===== src/sv/itp_pkg.sv =====
package itp_pkg;

    // Operator stack geometry.
    localparam int STACK_DEPTH = 32;
    localparam int CNT_W       = $clog2(STACK_DEPTH + 1);
    localparam int IDX_W       = $clog2(STACK_DEPTH);

    // Input token kinds.
    localparam logic [3:0] F_NUMBER = 4'd0;
    localparam logic [3:0] F_PLUS   = 4'd1;
    localparam logic [3:0] F_MINUS  = 4'd2;
    localparam logic [3:0] F_TIMES  = 4'd3;
    localparam logic [3:0] F_DIVIDE = 4'd4;
    localparam logic [3:0] F_POWER  = 4'd5;
    localparam logic [3:0] F_LPAREN = 4'd6;
    localparam logic [3:0] F_RPAREN = 4'd7;
    localparam logic [3:0] F_END    = 4'd8;

    // Result kinds and stack entry codes.
    localparam logic [2:0] K_NUMBER = 3'd0;
    localparam logic [2:0] K_PLUS   = 3'd1;
    localparam logic [2:0] K_MINUS  = 3'd2;
    localparam logic [2:0] K_TIMES  = 3'd3;
    localparam logic [2:0] K_DIVIDE = 3'd4;
    localparam logic [2:0] K_POWER  = 3'd5;
    localparam logic [2:0] K_LPAREN = 3'd6;
    localparam logic [2:0] K_MARK   = 3'd6;

    // Error codes.
    localparam logic [2:0] E_OK          = 3'd0;
    localparam logic [2:0] E_INVALID     = 3'd1;
    localparam logic [2:0] E_UNMATCHED_R = 3'd2;
    localparam logic [2:0] E_OVERFLOW    = 3'd3;
    localparam logic [2:0] E_UNMATCHED_L = 3'd4;

    // Stack operations.
    typedef logic [2:0] t_sop;
    localparam t_sop SOP_NONE    = 3'd0;
    localparam t_sop SOP_PUSH    = 3'd1;
    localparam t_sop SOP_POP     = 3'd2;
    localparam t_sop SOP_REPLACE = 3'd3;
    localparam t_sop SOP_CLEAR   = 3'd4;

    // Sources of a result.
    typedef logic [1:0] t_src;
    localparam t_src SRC_NUMBER = 2'd0;
    localparam t_src SRC_TOP    = 2'd1;
    localparam t_src SRC_MARK   = 2'd2;

    typedef struct packed {
        logic       load;
        logic       emit;
        t_src       src;
        logic [2:0] err;
        logic       last;
        t_sop       sop;
    } t_dp_cmd;

    typedef struct packed {
        logic [3:0] func;
        logic       cnt_zero;
        logic       cnt_full;
        logic       top_lp;
        logic       top_pops;
        logic       next_live;
        logic       next_lp;
        logic       next_pops;
        logic       out_free;
    } t_dp_sts;

    function automatic logic [1:0] f_prec(input logic [2:0] k);
        logic [1:0] p;
        case (k)
            K_PLUS, K_MINUS:  p = 2'd0;
            K_TIMES, K_DIVIDE: p = 2'd1;
            default:          p = 2'd2;
        endcase
        return p;
    endfunction

    // True when stacked entry t must be popped before operator k is pushed.
    function automatic logic f_pops(input logic [2:0] t, input logic [2:0] k);
        logic [1:0] pt;
        logic [1:0] pk;
        pt = f_prec(t);
        pk = f_prec(k);
        return (t != K_LPAREN) && ((pt > pk) || ((pt == pk) && (t != K_POWER)));
    endfunction

endpackage


===== src/sv/itp_dp.sv =====
module itp_dp (
    input  logic              i_clk,
    input  logic              i_rst_n,
    input  itp_pkg::t_dp_cmd  i_cmd,
    output itp_pkg::t_dp_sts  o_sts,
    input  logic [3:0]        i_func,
    input  logic [63:0]       i_value,
    output logic              o_valid,
    input  logic              i_ready,
    output logic [2:0]        o_kind,
    output logic [63:0]       o_value,
    output logic              o_last,
    output logic [2:0]        o_err
);
    import itp_pkg::*;

    logic [2:0]       r_stack [STACK_DEPTH];
    logic [CNT_W-1:0] r_count;
    logic [CNT_W-1:0] n_count;
    logic [2:0]       r_top;
    logic [2:0]       r_next;
    logic [3:0]       r_func;
    logic [63:0]      r_value;
    logic             r_valid;
    logic [2:0]       r_kind;
    logic [63:0]      r_out_value;
    logic             r_last;
    logic [2:0]       r_err;

    logic [CNT_W-1:0] w_cnt_m1;
    logic [CNT_W-1:0] w_cnt_m3;
    logic [2:0]       w_push;

    assign w_cnt_m1 = r_count - CNT_W'(1);
    assign w_cnt_m3 = r_count - CNT_W'(3);
    // Operators and '(' are stored under their own three-bit codes.
    assign w_push   = r_func[2:0];

    always_comb begin
        n_count = r_count;
        case (i_cmd.sop)
            SOP_PUSH:  n_count = r_count + CNT_W'(1);
            SOP_POP:   n_count = w_cnt_m1;
            SOP_CLEAR: n_count = '0;
            default:   n_count = r_count;
        endcase
    end

    always_ff @(posedge i_clk) begin
        if (!i_rst_n) begin
            r_count <= '0;
        end else begin
            r_count <= n_count;
        end
    end

    // Stack memory; the top two entries are also held in registers.
    always_ff @(posedge i_clk) begin
        case (i_cmd.sop)
            SOP_PUSH: begin
                r_stack[r_count[IDX_W-1:0]] <= w_push;
                r_next <= r_top;
                r_top  <= w_push;
            end
            SOP_REPLACE: begin
                r_stack[w_cnt_m1[IDX_W-1:0]] <= w_push;
                r_top <= w_push;
            end
            SOP_POP: begin
                r_top  <= r_next;
                r_next <= r_stack[w_cnt_m3[IDX_W-1:0]];
            end
            default: begin
            end
        endcase
    end

    always_ff @(posedge i_clk) begin
        if (i_cmd.load) begin
            r_func  <= i_func;
            r_value <= i_value;
        end
    end

    always_ff @(posedge i_clk) begin
        if (!i_rst_n) begin
            r_valid <= 1'b0;
        end else if (i_cmd.emit) begin
            r_valid <= 1'b1;
        end else if (i_ready) begin
            r_valid <= 1'b0;
        end
    end

    always_ff @(posedge i_clk) begin
        if (i_cmd.emit) begin
            r_last <= i_cmd.last;
            case (i_cmd.src)
                SRC_NUMBER: begin
                    r_kind      <= K_NUMBER;
                    r_out_value <= r_value;
                    r_err       <= E_OK;
                end
                SRC_TOP: begin
                    r_kind      <= r_top;
                    r_out_value <= '0;
                    r_err       <= E_OK;
                end
                default: begin
                    r_kind      <= K_MARK;
                    r_out_value <= '0;
                    r_err       <= i_cmd.err;
                end
            endcase
        end
    end

    always_comb begin
        o_sts.func      = r_func;
        o_sts.cnt_zero  = (r_count == '0);
        o_sts.cnt_full  = (r_count == CNT_W'(STACK_DEPTH));
        o_sts.top_lp    = (r_top == K_LPAREN);
        o_sts.top_pops  = f_pops(r_top, r_func[2:0]);
        o_sts.next_live = (r_count > CNT_W'(1));
        o_sts.next_lp   = (r_next == K_LPAREN);
        o_sts.next_pops = f_pops(r_next, r_func[2:0]);
        o_sts.out_free  = !r_valid || i_ready;
    end

    assign o_valid = r_valid;
    assign o_kind  = r_kind;
    assign o_value = r_out_value;
    assign o_last  = r_last;
    assign o_err   = r_err;

endmodule


===== src/sv/itp_ctrl.sv =====
module itp_ctrl (
    input  logic              i_clk,
    input  logic              i_rst_n,
    input  logic              i_in_valid,
    output logic              o_in_ready,
    input  itp_pkg::t_dp_sts  i_sts,
    output itp_pkg::t_dp_cmd  o_cmd
);
    import itp_pkg::*;

    localparam logic S_IDLE = 1'b0;
    localparam logic S_RUN  = 1'b1;

    logic r_state;
    logic n_state;
    logic w_done;

    always_comb begin
        o_cmd      = '0;
        o_cmd.src  = SRC_MARK;
        o_cmd.err  = E_OK;
        o_cmd.sop  = SOP_NONE;
        w_done     = 1'b0;
        o_in_ready = (r_state == S_IDLE);
        n_state    = r_state;

        case (r_state)
            S_IDLE: begin
                if (i_in_valid) begin
                    o_cmd.load = 1'b1;
                    n_state    = S_RUN;
                end
            end
            S_RUN: begin
                if (i_sts.out_free) begin
                    case (i_sts.func)
                        F_NUMBER: begin
                            o_cmd.emit = 1'b1;
                            o_cmd.src  = SRC_NUMBER;
                            o_cmd.last = 1'b1;
                            w_done     = 1'b1;
                        end
                        F_PLUS, F_MINUS, F_TIMES, F_DIVIDE, F_POWER: begin
                            if (!i_sts.cnt_zero && i_sts.top_pops) begin
                                o_cmd.emit = 1'b1;
                                o_cmd.src  = SRC_TOP;
                                // When the entry below stops the popping, the push
                                // overwrites the popped slot in the same cycle.
                                if (i_sts.next_live && i_sts.next_pops) begin
                                    o_cmd.sop = SOP_POP;
                                end else begin
                                    o_cmd.last = 1'b1;
                                    o_cmd.sop  = SOP_REPLACE;
                                    w_done     = 1'b1;
                                end
                            end else if (i_sts.cnt_full) begin
                                o_cmd.emit = 1'b1;
                                o_cmd.err  = E_OVERFLOW;
                                o_cmd.last = 1'b1;
                                o_cmd.sop  = SOP_CLEAR;
                                w_done     = 1'b1;
                            end else begin
                                o_cmd.sop = SOP_PUSH;
                                w_done    = 1'b1;
                            end
                        end
                        F_LPAREN: begin
                            if (i_sts.cnt_full) begin
                                o_cmd.emit = 1'b1;
                                o_cmd.err  = E_OVERFLOW;
                                o_cmd.last = 1'b1;
                                o_cmd.sop  = SOP_CLEAR;
                            end else begin
                                o_cmd.sop = SOP_PUSH;
                            end
                            w_done = 1'b1;
                        end
                        F_RPAREN: begin
                            if (i_sts.cnt_zero) begin
                                o_cmd.emit = 1'b1;
                                o_cmd.err  = E_UNMATCHED_R;
                                o_cmd.last = 1'b1;
                                w_done     = 1'b1;
                            end else if (i_sts.top_lp) begin
                                // Matching '(' is dropped without a result.
                                o_cmd.sop = SOP_POP;
                                w_done    = 1'b1;
                            end else begin
                                o_cmd.emit = 1'b1;
                                o_cmd.src  = SRC_TOP;
                                o_cmd.last = i_sts.next_live && i_sts.next_lp;
                                o_cmd.sop  = SOP_POP;
                            end
                        end
                        F_END: begin
                            o_cmd.emit = 1'b1;
                            if (i_sts.cnt_zero) begin
                                o_cmd.last = 1'b1;
                                w_done     = 1'b1;
                            end else if (i_sts.top_lp) begin
                                o_cmd.err  = E_UNMATCHED_L;
                                o_cmd.last = 1'b1;
                                o_cmd.sop  = SOP_CLEAR;
                                w_done     = 1'b1;
                            end else begin
                                o_cmd.src = SRC_TOP;
                                o_cmd.sop = SOP_POP;
                            end
                        end
                        default: begin
                            o_cmd.emit = 1'b1;
                            o_cmd.err  = E_INVALID;
                            o_cmd.last = 1'b1;
                            o_cmd.sop  = SOP_CLEAR;
                            w_done     = 1'b1;
                        end
                    endcase
                    if (w_done) begin
                        n_state = S_IDLE;
                    end
                end
            end
            default: begin
                n_state = S_IDLE;
            end
        endcase
    end

    always_ff @(posedge i_clk) begin
        if (!i_rst_n) begin
            r_state <= S_IDLE;
        end else begin
            r_state <= n_state;
        end
    end

endmodule


===== src/sv/infix_to_postfix_converter.sv =====
// A token is loaded while idle; each of its results is registered in the output register.
// A number, an operator, '(' or an invalid token is done in the working step of its last pop, or
// in its only step; ')' and end need a step of their own after the last pop for the dropped '(',
// the end marker or the error result. No new token is taken before the previous one is done.
// Every working step also waits until the output register is free or drains in that step.
// Reset (i_rst_n low, synchronous) empties the operator stack and drops any pending result.
module infix_to_postfix_converter (
    input  logic        i_clk,
    input  logic        i_rst_n,
    // Token input stream.
    input  logic        s_axis_tvalid,
    output logic        s_axis_tready,
    input  logic [63:0] s_axis_tdata,   // [63:0] token_value
    input  logic [3:0]  s_axis_tuser,   // [3:0] func
    // Postfix output stream.
    output logic        m_axis_tvalid,
    input  logic        m_axis_tready,
    output logic [63:0] m_axis_tdata,   // [63:0] out_value
    output logic        m_axis_tlast,   // last result caused by one token
    output logic [5:0]  m_axis_tuser    // [2:0] out_kind, [5:3] error_code
);
    import itp_pkg::*;

    t_dp_cmd    w_cmd;
    t_dp_sts    w_sts;
    logic [2:0] w_kind;
    logic [2:0] w_err;

    // The controller takes one token at a time and steps through its pops,
    // one per cycle, whenever the output register is free or being drained
    // in the same cycle. The output register lets the next token be taken
    // while the last result of the previous one still waits for a transfer.
    itp_ctrl u_ctrl (
        .i_clk      (i_clk),
        .i_rst_n    (i_rst_n),
        .i_in_valid (s_axis_tvalid),
        .o_in_ready (s_axis_tready),
        .i_sts      (w_sts),
        .o_cmd      (w_cmd)
    );

    // The datapath holds the token, the operator stack with its top two
    // entries cached in registers, and the output register. Every result
    // knows whether it is the last one for its token, since the entry below
    // the top is always at hand.
    itp_dp u_dp (
        .i_clk   (i_clk),
        .i_rst_n (i_rst_n),
        .i_cmd   (w_cmd),
        .o_sts   (w_sts),
        .i_func  (s_axis_tuser),
        .i_value (s_axis_tdata),
        .o_valid (m_axis_tvalid),
        .i_ready (m_axis_tready),
        .o_kind  (w_kind),
        .o_value (m_axis_tdata),
        .o_last  (m_axis_tlast),
        .o_err   (w_err)
    );

    assign m_axis_tuser = {w_err, w_kind};

endmodule

===== config.mk =====
export PLATFORM = sky130hd
export DESIGN_NAME = infix_to_postfix_converter
export DESIGN_NICKNAME = d
export VERILOG_FILES = /design/src/sv/itp_pkg.sv /design/src/sv/itp_dp.sv /design/src/sv/itp_ctrl.sv /design/src/sv/infix_to_postfix_converter.sv
export SDC_FILE = /design/constraint.sdc
export NUM_CORES = 1
export LEC_CHECK = 0
export BUFFER_PORTS_ARGS = -buffer_cell sky130_fd_sc_hd__buf_4
export CAP_MARGIN = 0
export CORE_MARGIN = 3
export CORE_UTILIZATION = 49
export DETAILED_ROUTE_END_ITERATION = 8
export PLACE_DENSITY_LB_ADDON = 0.12
export SLEW_MARGIN = 20
export SYNTH_ARGS = -nofsm -noshare
export SYNTH_HDL_FRONTEND = slang
export SYNTH_SLANG_ARGS = --single-unit

===== constraint.sdc =====
create_clock -name i_clk -period 6.3 [get_ports i_clk]
set_clock_uncertainty 0.1 [all_clocks]
set_input_delay 0.315 -clock i_clk [delete_from_list [all_inputs] [get_ports i_clk]]
set_output_delay 0.315 -clock i_clk [all_outputs]
set_load 0.02 [all_outputs]

After elaboration in Yosys (flattened, before gate mapping) --
Memory sizes are Yosys's and may differ from the RTL's. Index checks and enable logic that the tools add are counted.
Word-level totals: register bits 153, memory bits (writable) 96, input bits 72, output and inout port bits 73, memories kept 1
Memory list:
- u_dp.r_stack | depth 32, bits a word 3, read ports 1, clocked after memory_dff 0, wr ports 1, RTL line itp_dp.sv:17 | logic [2:0] r_stack [STACK_DEPTH];
Operators by class: add/sub/neg operators 3, magnitude comparators 3, equality and inequality tests 34, muxes and demuxes 56, bitwise operators 2, reduce and logical (&&, ||, !) cells 31
Operator list (number):
- 3-bit case mux with 5 select lines | 2
- 3-bit by 2-bit == test with 1-bit output, second input constant | 8
- 1-bit 2-to-1 mux | 24
- 3-bit 2-to-1 mux | 7
- 10-bit 2-to-1 mux | 2
- 3-bit == test, second input constant | 6
- 3-bit case mux with 2 select lines | 3
- 6-bit case mux with 3 select lines | 1
- 4-bit by 3-bit == test with 1-bit output, second input constant | 4
- 2-bit OR reduction | 8
- 3-bit by 1-bit == test with 1-bit output, second input constant | 4
- 3-bit != test, second input constant | 4
- 2-bit case mux with 2 select lines | 3
- 2-bit 2-to-1 mux | 5
- 5-bit 2-to-1 mux | 2
- 4-bit by 2-bit == test with 1-bit output, second input constant | 2
- 4-bit 2-to-1 mux | 2
- 2-bit case mux with 4 select lines | 1
- 1-bit logical AND | 7
- 6-bit by 1-bit adder with 6-bit output, second input constant | 1
- 6-bit == test, second input constant | 1
- 6-bit by 1-bit greater-than comparator with 1-bit output, second input constant | 1
- 6-bit zero test | 1
- 2-bit nonzero test | 3
- 20 further kinds | 27

Logic depth before layout (Yosys ltp) --
Gate-level depths: netlist of the first run.
word-level depth 18, depth in mapped cells 13

Hierarchy --
A second synthesis of the first run with hierarchy kept.
Unflattened totals: cells, all modules 706, area, all modules 10491.3 µm²
By module, submodules not included:
- itp_dp | times used 1, cells an instance 635, area an instance 10063.4 µm², sequential area each 7377.1 µm²
- itp_ctrl | times used 1, cells an instance 71, area an instance 427.9 µm², sequential area each 20.0 µm²

Least setup slack after synthesis of the first run --
Ideal clock, no wire load.
path type register -> register, start reg u_dp.r_func[2], end reg u_dp.r_err[0], in the netlist u_dp.o_err[0] (enable), setup time 0.502 ns, arrival 5.572 ns, required time 5.698 ns, slack 0.126 ns, cell stages (with the launch flop) 12, clock period less this slack 6.174 ns, cells stage by stage edfxtp_1 > buf_1 > nand2b_1 > o21ai_0 > ha_1 > nand4b_1 > a21boi_1 > or3_1 > buf_2 > a21oi_1 > nor4_1 > nor2_1
RTL lines:
- from (decl) | RTL line itp_dp.sv:22 | logic [3:0] r_func;
- from (signal assigned) | RTL line itp_dp.sv:80 | r_func <= i_func;
- to (signal assigned) | RTL line itp_dp.sv:112 | r_err <= i_cmd.err;
- to (decl) | RTL line itp_dp.sv:28 | logic [2:0] r_err;

==> metrics.cfg, run 1 <==
[status]
status = complete, no violations

[worst_setup_path]
ff2ff_path_depth = 10
path_depth = 10
end_kind = flip-flop
startpoint_type = flip-flop
crit_chain = nor3_1, nor2_1, ha_1, nand4b_1, a21boi_1, or3_1, a21oi_1, nor4_1, nor2_4, buf_12
cp_num_buf_inv = 1
reg2reg_from = u_dp.r_func[1]$_DFFE_PP_
slowest_stage = nor2_4
path_delay_family = simple AND/OR/NAND/NOR gates
path_max_fanout = 37
critPathArrivalTime_ps = 4630
max_stage_delay_ps = 800
required_ps = 6410
startpoint = u_dp.r_func[1]$_DFFE_PP_
path_class = flip-flop to flip-flop

[cts]
clock_path_buffers = 3
clk_pin_slew_ps = 60
clock_latency_ps = 530
htree_levels = 1
cts_made_buffers = 25
clock-sinks = 249
clock-root-buffer = clkbuf_16
cts-resized-gates = 0
cts_tree = done

[grt]
grt_max_degree = 65
overflow = 0
antenna_found_initial = 1
met3_usage_pct = 3.39
grt_pass1_vias = 6353
met1_usage_pct = 26.3
grt-busiest-layer = met2
grt_pass1_wl_um = 34800
grt_usage_pct = 19.6
grt_use_met2_pct = 33.2

[sta]
setup_viol = 0
hold_viol = 0
setup_slack_ps = 1780
rsz0062_at_grt = no
fin_crit_ps = 4520
tns_ps = 0
post-route-period-util_pct = 71.7
worstMarginPinSlew_ps = 1020
slew_headroom_pct = 31.7
slew_viol_final = 0
fmax_mhz = 221

[yosys]
synth_ff_type = edfxtp_1
synth_warnings = 0
netlist.area_leader.share_pct = 69.6
ys_seq_area_share_pct = 71.1
syn_area_um2 = 10400
ys_top_cells_by_area = edfxtp_1 (70%), mux4_2 (6.1%), and2_1 (4.0%)
syn-num-nets = 735
synth_edf_count = 241
yosysUniqueCellTypes = 66
syn_inst = 656
synth_async_sr_flop_share_pct = 0
ys_ff_latch = 249
yosys.area.top_type = edfxtp_1
syn_area_per_cell_um2 = 15.9

[die]
pin_count = 145
rows = 52
die_height_um = 152
initial_core_util_pct = 50.6
core_area_um2 = 20600
die-area_um2 = 23000
die_w_um = 152

[cells_and_area]
final_cells = 1164
syn_to_final_growth_pct = 27.2
utilization_pct = 64.4
final_layout_size_suffix_gt1_share_pct = 26.8
final_nets = 954

[placement]
place_hpwl_um = 14800
dpl_worst_slack_ps = 1890
portBuffers = 144
place_inst = 1046
gp_congestion = 0.864

[run]
cap_viol_max_count = 0

[detailed_routing]
wl_per_cell_um = 19.1
drc_errors = 0
drt_iter0_drc = 478
via_count = 6295
dr.pass1.iters = 5
drt.antenna.violating_nets = 0
viasPerCell = 5.41
wl_um = 22300

[power]
leakage_nw = 4.68
ir_drop_v = 0.000238
power_density_nw_per_um2 = 281

[min_path]
worstHoldStart = m_axis_tready
hp-class = primary input to flip-flop
min_path_cells = 4

-- cell usage after synthesis (7+ instances only) --
cell type / count
mux2i_1: 8
edfxtp_1: 241
nor3_1: 9
and2_1: 66
ha_1: 7
nor2_1: 59
inv_1: 11
o21ai_0: 17
dfxtp_1: 8
nand2_1: 42
and3_1: 8
a21oi_1: 16
nand3_1: 8
buf_6: 8
mux4_2: 28
buf_2: 8
clkbuf_1: 13
-- per-stage QoR --
stage,cell area [um^2],power (mW),hold WS [ps]
3_3_place_gp,11700,2.30,393
5_1_grt,13200,3.86,182
6_report,13200,3.72,170
2_1_floorplan,10400,2.18,314
3_5_place_dp,11700,2.31,394
4_1_cts,13200,3.75,151
-- layout make-up --
class | instances | area (um^2)
Clock buffer | 36 | 697
Clock inverter | 9 | 85.1
Inverter | 11 | 41.3
Multi-Input combinational cell | 365 | 2790
Tap cell | 270 | 338
Antenna cell | 1 | 2.50
Fill cell | 1490 | 7330
Timing Repair Buffer | 223 | 1880
Sequential cell | 249 | 7400
-- sequential cells by signal (all words and copies together), names as in the netlist --
register and cells:
u_dp.r_count 6, u_dp.o_kind 3, u_dp.o_last 1, u_ctrl.r_state 1, u_dp.o_value 64, u_dp.r_stack 96
u_dp.r_func 4, u_dp.o_valid 1, u_dp.r_top 3, u_dp.r_value 64, u_dp.r_next 3, u_dp.o_err 3
-- repair_timing --
action	in CTS	in global routing
hold endpoints to repair	75	0
buffers inserted	0	0
hold buffers	71	0
-- worst paths after layout --
| kind | endpoint | slack [ps] |
|---|---|---|
| max | u_dp.o_value[56]$_SDFFCE_PP0P_ | 1780 |
| min | u_dp.o_valid$_SDFFE_PN0P_ | 170 |
| max reg2reg | u_dp.o_value[56]$_SDFFCE_PP0P_ | 1780 |
| min reg2reg | u_dp.o_value[12]$_SDFFCE_PP0P_ | 420 |
-- report_power, final --
group          internal, mW  total (mW)  switching, mW
Sequential             1.89        1.92         0.0309
Clock                 0.812        1.40          0.592
Combinational         0.172       0.396          0.224
Total                  2.87        3.72          0.847
-- cell usage in the layout (no fill, tap or decap), drive strengths merged, types with 3 or more instances in the layout --
cell and instances:
and4 4, a32oi 3, mux4 28, a21boi 4, clkinv 7, and3 8
a22oi 5, inv 12, o211ai 8, ha 7, o31ai 4, clkbuf 36
a21oi 16, dlygate4sd3 71, xor2 5, nor2 64, xnor2 4, nand4b 3
nand3 8, mux2i 8, edfxtp 241, nor3 10, nand4 4, and2 66
dfxtp 8, buf 152, nand2 43, nand2b 5, a31oi 5, o21ai 19
-- cell families after synthesis --
| logic type | after synthesis | synth area share, % |
|---|---|---|
| adders and majority gates | 7 | 0.842 |
| xor gates and xnor gates | 9 | 0.758 |
| DFF | 249 | 71.1 |
| muxes | 36 | 6.83 |
| AOI/OAI and AO/OA | 86 | 6.59 |
| and+or+nand+nor | 227 | 11.7 |
| buffers and inverters | 42 | 2.19 |
-- layer usage --
metal / vias to the layer above / wire length, um / part of all wire (%)
met4: 0 / 554 / 2.5
met5: - / 0 / 0
met2: 222 / 11500 / 52
met1: 3077 / 8840 / 40
met3: 39 / 1360 / 6.1
li1: 2957 / - / -
-- worst reg2reg max path: stages, from the launching register on --
cell and delay, ps:
edfxtp_1 680, nor3_1 680, nor2_1 170, ha_1 330, nand4b_1 100, a21boi_1 140, or3_1 540, a21oi_1 230
nor4_1 110, nor2_4 800, buf_12 330
(Power assumes the default switching activity.)
==> run 2: changes to the inputs <==
==> constraint.sdc (replaced) <==
create_clock -name i_clk -period 3.7 [get_ports i_clk]
set_clock_uncertainty 0.1 [all_clocks]
set_input_delay 0.185 -clock i_clk [delete_from_list [all_inputs] [get_ports i_clk]]
set_output_delay 0.185 -clock i_clk [all_outputs]
set_load 0.02 [all_outputs]
==> run 2 against run 1 <==
Hold slack lost 130 ps. Global-route usage is 0.49 points higher. Non-clock buffer count is 11 higher. Flip-flop and latch count did not move. Largest power group unchanged.
==> metrics.cfg, run 2 (same netlist as run 1, synthesis figures left out) <==
[status]
status = complete, no violations

[cells_and_area]
final_layout_size_suffix_gt1_share_pct = 28.7  ; +1.9 points
final_cell_mix = edfxtp_1 (241), buf_4 (161), dlygate4sd3_1 (71)
final_cells = 1177  ; +1.1%
fillers = 1456  ; -2.3%
diodes = 0  ; -1
syn_to_final_growth_pct = 29.0
final_nets = 966  ; +1.3%
final_common_cell = edfxtp_1
largest_reg_flops = 96  ; unchanged
final_area_um2 = 13400  ; +1.4%

[detailed_routing]
met1_length_um = 9330  ; +5.5%
dr.pass1.iters = 5  ; unchanged
drt.antenna.violating_nets = 0  ; unchanged
top_layer = met4
drc_errors = 0  ; unchanged
drt_iter0_drc = 479  ; +0.21%
met2_length_um = 11900  ; +3.2%
wl_met3_um = 1890  ; +39%
wl_per_cell_um = 19.9  ; +4.0%
viasPerCell = 5.43  ; +0.34%
wl_um = 23400  ; +5.1%
via_count = 6387  ; +1.5%

[cts]
cts_tree = done
clock_latency_ps = 520  ; about the same
htree_levels = 1  ; unchanged
clock_path_buffers = 3  ; unchanged
cts_made_buffers = 26  ; +4.0%
clock-sinks = 249  ; unchanged
clock-root-buffer = clkbuf_16
clk_pin_slew_ps = 60  ; about the same

[power]
switching_power_mw = 1.50  ; +77%
clkPwrFrac_pct = 39.5  ; +1.7 points
leakage_nw = 4.77  ; +2.0%
swShare_pct = 22.8  ; +0.076 points
ir_drop_v = 0.000415  ; +74%
p_int_mw = 5.06  ; +76%
p_seq_share_pct = 49.6  ; -2.0 points
pwr-share-comb_pct = 10.9  ; +0.3 points
power_density_nw_per_um2 = 488  ; +74%

[sta]
worstMarginPinSlew_ps = 910  ; -113 ps
setup_viol = 0  ; unchanged
hold_viol = 0  ; unchanged
rsz0062_at_grt = no
post-route-period-util_pct = 94.6  ; +23 points
slew_viol_final = 0  ; unchanged
fin_crit_ps = 3500  ; -1020 ps
fmax_mhz = 286  ; +29%
slew_headroom_pct = 39.3  ; +7.7 points

[die]
pin_count = 145  ; unchanged
die-area_um2 = 23000  ; unchanged
die_height_um = 152  ; unchanged
die_w_um = 152  ; unchanged
initial_core_util_pct = 50.6  ; unchanged
rows = 52  ; unchanged
core_area_um2 = 20600  ; unchanged

[worst_setup_path]
reg2reg_from = u_dp.r_func[0]$_DFFE_PP_
path_delay_family = compound AO/OA/AOI/OAI gates
slowest_stage = dlygate4sd3_1
r2r-end = u_ctrl.r_state$_SDFF_PN0_
r2r_setup_slack_ps = 200  ; -1580 ps
startpoint = u_dp.r_func[0]$_DFFE_PP_
critPathCapture = u_ctrl.r_state$_SDFF_PN0_
ff2ff_path_depth = 11  ; +1
critPathArrivalTime_ps = 3840  ; -790 ps
max_stage_delay_ps = 550  ; -250 ps
path_class = flip-flop to flip-flop
path_depth = 11  ; +1
required_ps = 4040  ; -2370 ps
path_max_fanout = 7  ; -81%
cp_num_buf_inv = 1  ; unchanged
startpoint_type = flip-flop
end_kind = flip-flop
crit_chain = o21a_1, nor2_1, ha_1, nand4b_1, a21boi_2, or3_1, o31ai_1, a22oi_1, o211ai_1, o211a_1, dlygate4sd3_1

[placement]
gp_congestion = 0.864  ; -0.10%
place_hpwl_um = 14700  ; -0.47%
place_area_um2 = 11800  ; +0.87%
portBuffers = 144  ; unchanged
place_inst = 1057  ; +1.1%

[grt]
grt_pass1_wl_um = 35400  ; +1.7%
grt_max_degree = 69  ; +6.2%
overflow = 0  ; unchanged
grt_usage_pct = 20.1  ; +0.49 points
grt_pass1_vias = 6435  ; +1.3%
antenna_found_initial = 0  ; -1

[min_path]
hp-class = primary input to flip-flop

[run]
cap_viol_max_count = 0  ; unchanged

-- run 2: cell count changes in the layout (fill, tap and decap cells not counted), sizes merged --
cell,previous run,this run
clkinv,7,13
clkinvlp,0,3
buf,152,163
bufinv,1,3
clkbuf,36,28
diode,1,0
-- run 2: power groups by stage --
stage / logic, mW / clock network (mW) / registers [mW]
6_report: 0.714 / 2.59 / 3.25
5_1_grt: 0.767 / 2.77 / 3.26
4_1_cts: 0.707 / 2.64 / 3.25
3_5_place_dp: 0.642 / 0 / 3.31
3_3_place_gp: 0.631 / 0 / 3.30
2_1_floorplan: 0.353 / 0 / 3.36
-- run 2: metrics by stage --
step	util, %	power (mW)	hold slack (ps)	setup WS (ps)	setup TNS (ps)
6_report	65.3	6.55	38.7	201	0
5_1_grt	65.3	6.80	48.0	3.84	0
4_1_cts	65.1	6.60	15.0	40.2	0
3_5_place_dp	57.5	3.95	264	71.9	0
3_3_place_gp	57.5	3.94	263	161	0
2_1_floorplan	-	3.72	184	-305	-21840
-- run 2: worst min path at each step --
stage	startpoint	end	slack [ps]	cells after the start
final	m_axis_tready	u_dp.o_valid$_SDFFE_PN0P_	40	4
after CTS	m_axis_tready	u_dp.o_valid$_SDFFE_PN0P_	20	4
after floorplan	s_axis_tuser[0]	u_dp.r_func[0]$_DFFE_PP_	180	0
after global placement	s_axis_tdata[6]	u_dp.r_value[6]$_DFFE_PP_	260	1
after detailed placement	s_axis_tdata[28]	u_dp.r_value[28]$_DFFE_PP_	260	1
after global routing	m_axis_tready	u_dp.o_valid$_SDFFE_PN0P_	50	4
-- run 2: worst register-to-register path: stages (launching register included) --
cell	delay, ps
edfxtp_1	530
o21a_1	240
nor2_1	170
ha_1	280
nand4b_1	100
a21boi_2	110
or3_1	500
o31ai_1	290
a22oi_1	100
o211ai_1	260
o211a_1	200
dlygate4sd3_1	550
-- run 2: final cells by class --
type | count | area [um^2] | share of cell area [%]
timing repair buffer | 234 | 1960 | 14.6
sequential | 249 | 7400 | 55.1
inverter | 11 | 41.3 | 0.308
multi-input combinational | 365 | 2820 | 21.0
clock inverter | 20 | 184 | 1.37
tap | 270 | 338 | 2.52
clock buffer | 28 | 679 | 5.06
-- run 2: layer usage --
| layer | GRT usage (%) | vias up |
|---|---|---|
| met5 | 0 | - |
| met2 | 32.7 | 247 |
| met3 | 5.98 | 25 |
| met4 | 4.36 | 0 |
| met1 | 27.0 | 3139 |
| li1 | - | 2976 |
-- run 2: what timing repair did --
item | CTS | global route
endpoints found under the hold margin | 76 | 0
buffers inserted | 0 | 0
resized for setup | 0 | 1
hold buffers | 71 | 0
endpoints found under the setup margin | 0 | 96
==> run 3: changes to the inputs <==
--- a/config.mk
+++ b/config.mk
@@ -14,4 +14,5 @@
 export SLEW_MARGIN = 20
 export SYNTH_ARGS = -nofsm -noshare
 export SYNTH_HDL_FRONTEND = slang
+export SYNTH_HIERARCHICAL = 1
 export SYNTH_SLANG_ARGS = --single-unit
==> run 3 against run 2 <==
Synthesized cell count is 7.6% higher. Power is 4.7% higher. Core utilization is 3.8 points higher. Flip-flop and latch count stayed put. Maximum frequency is 2.3% lower. Area after synthesis is 0.85% higher. Combinational power is 29% higher. Global-route usage is 0.38 points higher. Critical path depth is 6 higher. Critical endpoint is now u_dp/r_stack[31][2]$_DFFE_PP_. Largest cell class unchanged.
==> metrics.cfg, run 3 <==
[detailed_routing]
drt_iter0_drc = 500  ; +4.4%
wl_per_cell_um = 19.4  ; -2.6%
drc_errors = 0  ; unchanged
dr.pass1.iters = 6  ; +1
wl_um = 24400  ; +4.1%
via_count = 6900  ; +8.0%
viasPerCell = 5.48  ; +1.0%
drt.antenna.violating_nets = 0  ; unchanged

[sta]
hold_viol = 0  ; unchanged
setup_viol = 0  ; unchanged
fmax_mhz = 279  ; -2.3%
tns_ps = 0  ; unchanged
worstMarginPinSlew_ps = 904  ; -5.40 ps
whs_ps = 259  ; +220 ps
slew_headroom_pct = 39.7  ; +0.36 points
post-route-period-util_pct = 96.8  ; +2.2 points
fin_crit_ps = 3580  ; +80.8 ps
rsz0062_at_grt = yes
slew_viol_final = 0  ; unchanged

[min_path]
hp-class = primary input to flip-flop
holdPathEnd = u_dp/r_value[19]$_DFFE_PP_
worstHoldStart = s_axis_tdata[19]
min_path_cells = 2  ; -2

[yosys]
synth_edf_count = 241  ; unchanged
yosys.area.top_type = edfxtp_1
synth_warnings = 6  ; +6
yosysUniqueCellTypes = 69  ; +4.5%
netlist.area_leader.share_pct = 69.0  ; -0.59 points
ys_top_cells_by_area = edfxtp_1 (69%), and2_1 (4.2%), nor2_1 (2.6%)
syn-num-nets = 786  ; +6.9%
syn_inst = 706  ; +7.6%
synth_ff_type = edfxtp_1
ys_ff_latch = 249  ; unchanged
synth_async_sr_flop_share_pct = 0  ; unchanged
synth_common_cells = edfxtp_1 (241), nor2_1 (72), and2_1 (71)
syn_area_per_cell_um2 = 14.9  ; -6.3%
ys_seq_area_share_pct = 70.5  ; -0.60 points
syn_area_um2 = 10500  ; +0.85%
yosysMostFrequentCell = edfxtp_1

[cts]
clk_pin_slew_ps = 60  ; about the same
clock_latency_ps = 540  ; +20 ps
clock_path_buffers = 3  ; unchanged
htree_levels = 1  ; unchanged
clock-sinks = 249  ; unchanged
cts_tree = done
clock-root-buffer = clkbuf_16
cts_made_buffers = 27  ; +3.8%

[cells_and_area]
fillers = 1359  ; -6.7%
final_nets = 1049  ; +8.6%
syn_to_final_growth_pct = 35.8
largest_reg_flops = 96  ; unchanged
final_layout_size_suffix_gt1_share_pct = 33.6  ; +4.9 points
utilization_pct = 69.1  ; +3.8 points
final_cell_mix = edfxtp_1 (241), buf_4 (189), dlygate4sd3_1 (71), and2_1 (71), nor2_1 (38)
final_common_cell = edfxtp_1
diodes = 0  ; unchanged

[die]
die-area_um2 = 23200  ; +0.82%
rows = 52  ; unchanged
die_w_um = 152  ; +0.41%
pin_count = 145  ; unchanged
core_area_um2 = 20600  ; +0.32%
die_height_um = 152  ; +0.41%
initial_core_util_pct = 50.9  ; +0.27 points

[worst_setup_path]
max_stage_delay_ps = 480  ; -70 ps
path_class = flip-flop to flip-flop
slowest_stage = edfxtp_1
r2r_setup_slack_ps = 120  ; -80 ps
r2r-end = u_dp/r_stack[31][2]$_DFFE_PP_
critPathArrivalTime_ps = 3720  ; -120 ps
cp_common_cell = a21oi_2
required_ps = 3840  ; -200 ps
startpoint_type = flip-flop
path_max_fanout = 6  ; -1
end_kind = flip-flop
crit_chain = nor3b_2, a21oi_1, ha_1, nand2b_1, a21oi_2, a21oi_2, nor2b_4, o21bai_1, a32oi_2, nor2_1, and3b_2, nand2_4, nor3_2, a21o_1, a32oi_4, buf_12, nor2_4
ff2ff_path_depth = 17  ; +6
reg2reg_from = u_dp/r_top[1]$_DFFE_PP_

[placement]
portBuffers = 144  ; unchanged
place_hpwl_um = 15500  ; +5.6%
gp_congestion = 0.932  ; +7.9%

[power]
totalPowerFinal_mw = 6.86  ; +4.7%
leakage_nw = 5.17  ; +8.3%
power_density_nw_per_um2 = 481  ; -1.4%
ir_drop_v = 0.000426  ; +2.6%

[grt]
grt_usage_pct = 20.4  ; +0.38 points
grt_max_degree = 69  ; unchanged
antenna_found_initial = 1  ; +1
grt_pass1_vias = 7022  ; +9.1%
overflow = 0  ; unchanged
grt_pass1_wl_um = 38400  ; +8.4%

[run]
cap_viol_max_count = 0  ; unchanged

[status]
status = complete, no violations

## run 3: how the worst max path moves through the flow
| stage | from | endpoint | slack (ps) | cells past startpoint |
|---|---|---|---|---|
| finish | u_dp/r_top[1]$_DFFE_PP_ | u_dp/r_stack[31][2]$_DFFE_PP_ | 120 | 17 |
| global route | u_dp/r_top[0]$_DFFE_PP_ | u_dp/r_stack[31][2]$_DFFE_PP_ | -80 | 17 |
| CTS | u_dp/r_func[0]$_DFFE_PP_ | u_dp/r_stack[2][0]$_DFFE_PP_ | 7 | 15 |
| detailed placement | u_dp/r_func[0]$_DFFE_PP_ | u_dp/r_stack[2][0]$_DFFE_PP_ | 0.5 | 15 |
| global placement | u_dp/r_func[0]$_DFFE_PP_ | u_dp/r_stack[2][0]$_DFFE_PP_ | 160 | 15 |
| floorplan | u_dp/r_func[0]$_DFFE_PP_ | u_dp/o_err[0]$_SDFFCE_PP0P_ | -180 | 10 |
## run 3: cells by family (layout without fill, tap and decap cells)
family          Yosys count  in the layout  share of synthesized area [%]
compound gates          107            107                           6.91
xor+xnor                  7              7                          0.656
simple gates            247            247                           12.5
mux                      37             37                           6.00
fa+ha+maj                 8              8                          0.954
flops                   249            249                           70.5
buf+inv                  51            334                           2.48
## run 3: where the power goes
| group | switching (mW) | internal (mW) | leakage, nW |
|---|---|---|---|
| logic | 0.511 | 0.410 | 2.38 |
| registers | 0.0333 | 3.21 | 2.35 |
| clock network | 1.06 | 1.63 | 0.434 |
## run 3: layout make-up
class                      instances  area (um^2)  area share (%)
multi-input combinational        406         3250            22.8
tap                              270          338            2.37
sequential                       249         7400            51.9
inverter                          17         63.8           0.448
clock buffer                      31          691            4.85
clock inverter                    18          215            1.51
timing repair buffer             268         2290            16.1
## run 3: metrics by stage
step	setup WS, ps	instance area (um^2)	std cells
2_1_floorplan	-178	10600	706
3_3_place_gp	155	12200	1126
3_5_place_dp	0.501	12200	1126
4_1_cts	7.33	13800	1246
5_1_grt	-77.7	14200	1259
6_report	120	14200	1259
## run 3: critical path: cells and delay by family (launching register included)
kind | cells | cell delay, ps
DFF | 1 | 480
buffers and inverters | 1 | 160
AOI/OAI and AO/OA | 7 | 950
adders and majority gates | 1 | 290
and+or+nand+nor | 8 | 1300
## run 3: what timing repair did
| item | 4_1_cts | 5_1_grt |
|---|---|---|
| hold buffers | 71 | 0 |
| hold endpoints to repair | 76 | 0 |
| endpoints found under the setup margin | 0 | 102 |
| setup buffers | 0 | 12 |
| gates resized for setup | 0 | 77 |
## run 3: layer usage
| layer | up-vias | GRT usage, % | wire, um |
|---|---|---|---|
| li1 | 3199 | - | - |
| met1 | 3385 | 26.6 | 9790 |
| met2 | 258 | 34.7 | 12400 |
| met3 | 56 | 4.52 | 1570 |
| met4 | 2 | 6.29 | 648 |
| met5 | - | 0 | 13 |
